File: config.mk
export PLATFORM = sky130hd
export DESIGN_NAME = p1305_mul
export DESIGN_NICKNAME = d
export VERILOG_FILES = /design/src/rtl/poly1305_mac_macros.svh /design/src/rtl/p1305_pkg.sv /design/src/rtl/p1305_mul.sv
export SDC_FILE = /design/constraint.sdc
export NUM_CORES = 2
export LEC_CHECK = 0
export BUFFER_PORTS_ARGS = -buffer_cell sky130_fd_sc_hd__buf_2
export CORE_MARGIN = 8
export CORE_UTILIZATION = 45
export CTS_BUF_LIST = sky130_fd_sc_hd__clkbuf_2
export CTS_CLUSTER_SIZE = 28
export DETAILED_ROUTE_END_ITERATION = 10
export GPL_ROUTABILITY_DRIVEN = 0
export PLACE_DENSITY_LB_ADDON = 0.05
export SYNTH_ARGS = -nofsm -noshare
export SYNTH_HDL_FRONTEND = slang
export SYNTH_SLANG_ARGS = --single-unit
File: constraint.sdc
create_clock -name clk -period 11.2 [get_ports clk]
set_input_delay 2.24 -clock clk [delete_from_list [all_inputs] [get_ports clk]]
set_output_delay 2.24 -clock clk [all_outputs]
set_load 0.05 [all_outputs]
File: src/rtl/poly1305_mac_macros.svh
// Assertion macros for the Poly1305 authenticator.
// Included by the top level; needs clk and rst_n in the including scope.
`ifndef POLY1305_MAC_MACROS_SVH
`define POLY1305_MAC_MACROS_SVH

`ifndef SYNTHESIS

// Check that cons holds in the same cycle as ante.
`define P1305_ASSERT_IMP(label, ante, cons) \
    label: assert property (@(posedge clk) disable iff (!rst_n) (ante) |-> (cons)) \
        else $error("poly1305_mac: same-cycle check failed");

// Check that cons holds in the cycle after ante.
`define P1305_ASSERT_NEXT(label, ante, cons) \
    label: assert property (@(posedge clk) disable iff (!rst_n) (ante) |=> (cons)) \
        else $error("poly1305_mac: next-cycle check failed");

`else

`define P1305_ASSERT_IMP(label, ante, cons)
`define P1305_ASSERT_NEXT(label, ante, cons)

`endif

`endif

File: src/rtl/p1305_pkg.sv
// Shared types, constants and arithmetic helpers of the Poly1305 authenticator.
// Used by p1305_mul and poly1305_mac; depends on nothing.
package p1305_pkg;

    localparam int LIMB_W = 26;
    localparam int ACC_W  = 27;
    localparam int COEF_W = 29;
    localparam int SUM_W  = 60;
    localparam int LIMBS  = 5;

    localparam logic [LIMB_W-1:0] LIMB_MASK  = 26'h3ffffff;
    localparam logic [63:0]       CLAMP_LOW  = 64'h0FFFFFFC0FFFFFFF;
    localparam logic [63:0]       CLAMP_HIGH = 64'h0FFFFFFC0FFFFFFC;

    // Configuration register indexes
    localparam logic [1:0] CFG_KEY_R_LOW  = 2'd0;
    localparam logic [1:0] CFG_KEY_R_HIGH = 2'd1;
    localparam logic [1:0] CFG_KEY_S_LOW  = 2'd2;
    localparam logic [1:0] CFG_KEY_S_HIGH = 2'd3;

    typedef logic [LIMBS-1:0][ACC_W-1:0]  acc_t;
    typedef logic [LIMBS-1:0][LIMB_W-1:0] limbs_t;
    typedef logic [LIMBS-1:0][SUM_W-1:0]  sums_t;

    typedef struct packed {
        logic [63:0] data_low;
        logic [63:0] data_high;
        logic [4:0]  byte_count;
        logic        last_block;
        logic [63:0] expected_low;
        logic [63:0] expected_high;
    } p1305_req_t;

    typedef struct packed {
        logic [63:0] tag_low;
        logic [63:0] tag_high;
        logic        tag_match;
    } p1305_rsp_t;

    // Control from the sequencer to the multiply-accumulate unit
    typedef struct packed {
        logic       clear;
        logic       mac;
        logic       carry;
        logic [2:0] sel;
    } mul_ctrl_t;

    // Mask the valid bytes, set the pad bit and split into radix 2^26 limbs.
    function automatic limbs_t pad_block(input logic [63:0] lo, input logic [63:0] hi,
                                         input logic [4:0] cnt);
        logic [4:0]   n;
        logic [127:0] raw;
        logic [129:0] m;
        limbs_t       l;
        n   = (cnt > 5'd16) ? 5'd16 : cnt;
        raw = {hi, lo};
        m   = '0;
        for (int b = 0; b < 16; b++) begin
            if (5'(b) < n) begin
                m[8*b +: 8] = raw[8*b +: 8];
            end
        end
        for (int b = 0; b <= 16; b++) begin
            if (5'(b) == n) begin
                m[8*b] = 1'b1;
            end
        end
        l[0] = m[25:0];
        l[1] = m[51:26];
        l[2] = m[77:52];
        l[3] = m[103:78];
        l[4] = m[129:104];
        return l;
    endfunction

    // Clamp r and split into limbs.
    function automatic limbs_t clamp_r(input logic [63:0] rl, input logic [63:0] rh);
        logic [127:0] r;
        limbs_t       l;
        r    = {rh & CLAMP_HIGH, rl & CLAMP_LOW};
        l[0] = r[25:0];
        l[1] = r[51:26];
        l[2] = r[77:52];
        l[3] = r[103:78];
        l[4] = {2'b00, r[127:104]};
        return l;
    endfunction

    // Final carry pass over the accumulator limbs.
    function automatic acc_t final_carry(input acc_t h);
        logic [27:0] t0, t1, t2, t3, t4;
        acc_t        o;
        t1 = {1'b0, h[1]};
        t2 = {1'b0, h[2]} + 28'(t1[27:26]);
        t1 = {2'b00, t1[25:0]};
        t3 = {1'b0, h[3]} + 28'(t2[27:26]);
        t2 = {2'b00, t2[25:0]};
        t4 = {1'b0, h[4]} + 28'(t3[27:26]);
        t3 = {2'b00, t3[25:0]};
        t0 = {1'b0, h[0]} + 28'(t4[27:26]) * 28'd5;
        t4 = {2'b00, t4[25:0]};
        t1 = t1 + 28'(t0[27:26]);
        t0 = {2'b00, t0[25:0]};
        o[0] = t0[26:0];
        o[1] = t1[26:0];
        o[2] = t2[26:0];
        o[3] = t3[26:0];
        o[4] = t4[26:0];
        return o;
    endfunction

    // Subtract p when h is at least p, pack to 128 bits and add s.
    function automatic logic [127:0] final_tag(input acc_t h, input logic [127:0] s);
        logic [27:0] g0, g1, g2, g3, g4;
        logic        keep;
        acc_t        f;
        logic [63:0] lo, hi;
        g0   = {1'b0, h[0]} + 28'd5;
        g1   = {1'b0, h[1]} + 28'(g0[27:26]);
        g2   = {1'b0, h[2]} + 28'(g1[27:26]);
        g3   = {1'b0, h[3]} + 28'(g2[27:26]);
        g4   = {1'b0, h[4]} + 28'(g3[27:26]);
        keep = (g4 >= 28'(1 << 26));
        f[0] = keep ? {1'b0, g0[25:0]} : h[0];
        f[1] = keep ? {1'b0, g1[25:0]} : h[1];
        f[2] = keep ? {1'b0, g2[25:0]} : h[2];
        f[3] = keep ? {1'b0, g3[25:0]} : h[3];
        f[4] = keep ? {1'b0, g4[25:0]} : h[4];
        lo = 64'(f[0]) | (64'(f[1]) << 26) | (64'(f[2]) << 52);
        hi = (64'(f[2]) >> 12) | (64'(f[3]) << 14) | (64'(f[4][23:0]) << 40);
        return {hi, lo} + s;
    endfunction

endpackage

File: src/rtl/p1305_mul.sv
// Shared multiply-accumulate unit: one 27x29 product per cycle into five column sums,
// plus the carry step between columns. Depends on p1305_pkg.
module p1305_mul
    import p1305_pkg::*;
(
    input  logic              clk,
    input  mul_ctrl_t         ctrl,
    input  logic [ACC_W-1:0]  a,
    input  logic [COEF_W-1:0] b,
    output sums_t             d
);

    sums_t              d_reg;
    logic [SUM_W-1:0]   prod;
    logic [2:0]         sel_up;

    assign prod   = SUM_W'(a) * SUM_W'(b);
    assign sel_up = ctrl.sel + 3'd1;

    // Clear, accumulate one product, or move the carry up one column
    always_ff @(posedge clk)
    begin
        if (ctrl.clear)
        begin
            d_reg <= '0;
        end
        else if (ctrl.mac)
        begin
            d_reg[ctrl.sel] <= d_reg[ctrl.sel] + prod;
        end
        else if (ctrl.carry)
        begin
            d_reg[sel_up] <= d_reg[sel_up] + (d_reg[ctrl.sel] >> LIMB_W);
        end
    end

    assign d = d_reg;

endmodule

* Word-level counts from Yosys, hierarchy flattened
Cells that the tools add are included.
** Word-level totals
- Register bits after elaboration :: 300
- Input bits :: 63
- Output and inout bits :: 300
- Word-level logic and storage cells :: 28
** Cells by class
- $add $sub $neg :: 3
- Multipliers :: 1
- $lt $le $gt $ge :: 4
- Mux-type cells :: 12
- Reductions and logical operators :: 3
** Operator list (count)
- $bwmux 300 :: 2
- $mux 300 :: 2
- $bmux 60 s3 :: 2
- $demux 60 s3 :: 2
- $mux 60 :: 4
- $add 60x34->60 :: 1
- $add 60x56->60 :: 1
- $mul 27x29->56 :: 1
- $lt 3x4->1 const B :: 2
- $ge 3x1->1 const B :: 2
- $add 3x1->3 const B :: 1
- $logic_and 1x1->1 :: 2
- $reduce_bool 2->1 :: 1

* Logic depth before layout (Yosys ltp)
- Word-level depth :: 8
- Gate-level depth with buffers :: 30
- Mapped depth without buffers :: 26

* Worst setup path before layout
No wires, ideal clock.
- Path type :: input port to flip-flop
- From :: in ctrl[0] (netlist name)
- To :: reg d_reg, in the netlist d[167]
- Setup time :: 0.086 ns
- Arrival time :: 9.449 ns
- Data required time :: 11.114 ns
- Setup slack :: 1.665 ns
- Stages on the path :: 28
- Buffers on the path :: 8
- Cell sequence :: buf_2 -> buf_2 -> clkbuf_1 -> clkbuf_1 -> clkbuf_1 -> clkbuf_1 -> clkbuf_1 -> mux2i_1 -> o22a_1 -> fa_1 -> inv_1 -> fa_1 -> fa_1 -> inv_1 -> fa_1 -> inv_1 -> ha_1 -> clkbuf_1 -> nand3_1 -> nor2_1 -> nand3_1 -> o31a_1 -> a211oi_1 -> o21a_1 -> nor4_1 -> a2111oi_1 -> o2bb2a_1 -> a211oi_1
** Between the ends
- Longest elaborated chain between the ends :: 8
- Elaborated cells between the ends (all ways) :: 21
- Those cells by class :: 3 x add/sub; 4 x order compare; 12 x mux; 2 x reduce/logical
** RTL lines
- start: declaration :: line p1305_mul.sv:7 : input mul_ctrl_t ctrl,
- branches (longest 7 deep; another with $add 60x34->60)
- $mux 300 (*) :: line p1305_mul.sv:27 : else if (ctrl.mac)
- end signal: indexed assignment :: line p1305_mul.sv:29 : d_reg[ctrl.sel] <= d_reg[ctrl.sel] + prod;
- end signal: indexed assignment :: line p1305_mul.sv:33 : d_reg[sel_up] <= d_reg[sel_up] + (d_reg[ctrl.sel] >> LIMB_W);
- end: declaration :: line p1305_mul.sv:13 : sums_t d_reg;
Every way passes the cells marked *. The select of a mux whose other input is x is not followed.
A chain may end at the register's enable or synchronous reset.

* Final worst setup path
- From :: in a[3]
- To :: reg d_reg, in the netlist d[238]
** Between the ends
- Longest elaborated chain between the ends :: 4
** RTL lines
- start: declaration :: line p1305_mul.sv:8 : input logic [ACC_W-1:0] a,
- $mul 27x29->56 :: line p1305_mul.sv:17 : assign prod = SUM_W'(a) * SUM_W'(b);
- $add 60x56->60 :: line p1305_mul.sv:29
- $bwmux 300 :: line p1305_mul.sv:29
- $mux 300 :: line p1305_mul.sv:27
No other way between the ends.

==> run metrics <==
crit path kind input pin to flop; clk_skew approximately 120 ps; Die Height 341 um; Synth async-reset ratio 0; DR top layer met5; Worst Setup EP d[238]; CORE AREA around 100000 um^2; initial antenna violation count 7; Fin. Hold Viols 0; clock-pin slew on the worst setup and hold paths 100 ps; Top FF cell, synth dfxtp_1; vias in the first global route 44700; Port-buffer cells 362; Post-synth EDFFs 0; Hold Buf Count CTS 0; Synth cell types just over 80; max cap viols 0; P&R area growth vs syn 7.70%; critical path capture point type flop; DRT iter0 DRCs between 4000 and 5000; DRC Markers 0; synthesized instance count 5730; pin count of the biggest net entering global routing ~160; flop2flop setup slack 3840 ps; Worst-Margin Slew 1320 ps; clk root buf clkbuf_2; Clock Sinks 300; Post CTS Setup Buffer Count 0; I/O pins 363; Synth Register Bits 300; area leader, netlist fa_1; global-route wire length before repair between 200000 and 300000 um; top post-synthesis cells by count inv_1 (937), fa_1 (731), nand2_1 (532); crit path launch a[3]; Mean Syn Cell Area 8.28 um^2; die area 116000 um^2; htree depth 3; Met1 Wirelength about 83000 um; GRT Resource Usage Total 0.334; First-pass DRT Iterations 6; crit start category input pin; Initial Util 0.452; remaining antenna violation count 0; reg2reg start d[255]; Critical Path AT around 11000 ps; Synth Net Count between 6000 and 7000; CTS-repair resized insts 0; total wire length 197000 um; Worst Path Required 12070 ps; Achievable Freq 103 MHz; Setup Viol. Count Final 0; WL met2 between 80000 and 90000 um; max FFs per register 300; unrepaired setup endpoints after global routing false; final setup TNS 0 ps; worst rel slew slack 0.120; reg2reg end d[238]; worst skew pair latency 1090 ps; min Tclk post-route 9710 ps; CTS tree built; via count approximately 44000; synth top area cells fa_1 (31%), dfxtp_1 (13%), inv_1 (7.4%), ha_1 (6.3%), and2_1 (6.0%); Rows 119; final worst-path cycle share 0.867; status finished, final reports clean; per-cell routed wire length 26.9 um; Detail Placement HPWL between 100000 and 150000 um; Ys Warns 0; reg2reg path depth 21; final net count 6901; share of cells above drive strength 1 0.111; CP Max Fanout 29; register area share after synthesis 0.127; Longest Clk Path Bufs 3; Final Max Slew Viols 0; die width 341 um; Synth top area share 0.309; met3 WL 21700 um; top-count cell post-synth inv_1; global route overflow 0; synthesized cell area 47400 um^2; Hold Path Class flop to flop; clock buffer count from CTS 79; vias per inst between 6 and 7
## placed cells by master, fill, tap and decap left out, types with 17 or more instances in the layout
master    instances
a21o_1           40
and2_1          455
buf_2           358
o21bai_1         18
o21ai_0         118
fa_1            731
o22a_1           41
xor2_1           45
xnor2_1          58
nor3_1          125
mux2i_1         176
a211oi_1         24
dfxtp_1         300
a222oi_1         26
nand2b_1         17
nand4_1          29
a21oi_1         294
a221oi_1         71
nand3_1          51
and3_1           27
nor2_1          409
o221ai_1         17
a22oi_1         169
a31oi_1          22
o22ai_1         134
clkbuf_2        117
buf_4            92
inv_1           937
nand2_1         532
ha_1            238
## how the worst min path moves through the flow
stage,from,to,slack (ps),cells after the start
finish,d[115],d[115],500,2
global route,d[115],d[115],520,2
CTS,d[115],d[115],490,2
detailed placement,d[115],d[115],480,2
global placement,d[115],d[115],470,2
floorplan,d[175],d[175],680,2
## critical path, cell delays in order
cell,delay [ps]
buf_2,470
nand2_1,170
fa_1,560
inv_1,50
fa_1,460
fa_1,500
inv_1,50
fa_1,470
inv_1,50
fa_1,490
fa_1,560
inv_1,50
fa_1,480
inv_1,50
ha_1,420
nand4_1,170
or3_1,400
o21ai_0,720
o21ai_0,470
o21ai_0,620
a31oi_1,200
xor2_1,500
o221ai_1,210
nor3b_1,170
## stage by stage
step                setup WS (ps)   util  instance area [um^2]  std cells  hold WS [ps]
finish                       1490  0.486                 51100       7317           496
global route                 1290  0.486                 51100       7312           519
CTS                          1660  0.486                 51000       7310           493
detailed placement            607  0.480                 50400       7177           477
global placement              686  0.480                 50400       7177           471
floorplan                    1670      -                 47400       5730           680
## metal layers
layer | up-vias | GRT usage
li1 | 19000 | -
met1 | 21800 | 0.464
met2 | 2557 | 0.487
met3 | 552 | 0.0876
met4 | 2 | 0.148
met5 | - | 0
## final cells by class
type / instances / area [um^2]
repair buffers: 457 / 2610
flip-flops and latches: 300 / 6010
clock inverters: 16 / 75.1
inverters: 939 / 3520
clock buffers: 117 / 586
multi-input cells: 4091 / 36500
well taps: 1391 / 1740
diodes: 6 / 15.0
fillers: 10500 / 53900
## logic make-up (layout without fill, tap and decap cells)
group | count (synthesis) | count (layout) | synth area share
simple gates | 1704 | 1704 | 0.171
fa+ha+maj | 970 | 970 | 0.372
buf+inv | 1339 | 1529 | 0.107
compound gates | 1110 | 1110 | 0.158
xor+xnor | 105 | 105 | 0.0198
mux | 202 | 202 | 0.0459
other cells | 0 | 6 | 0
flops | 300 | 300 | 0.127
Power is left out: the tool's default activity adds up to more than one toggle a clock period on the data nets, which glitch-free logic cannot reach.
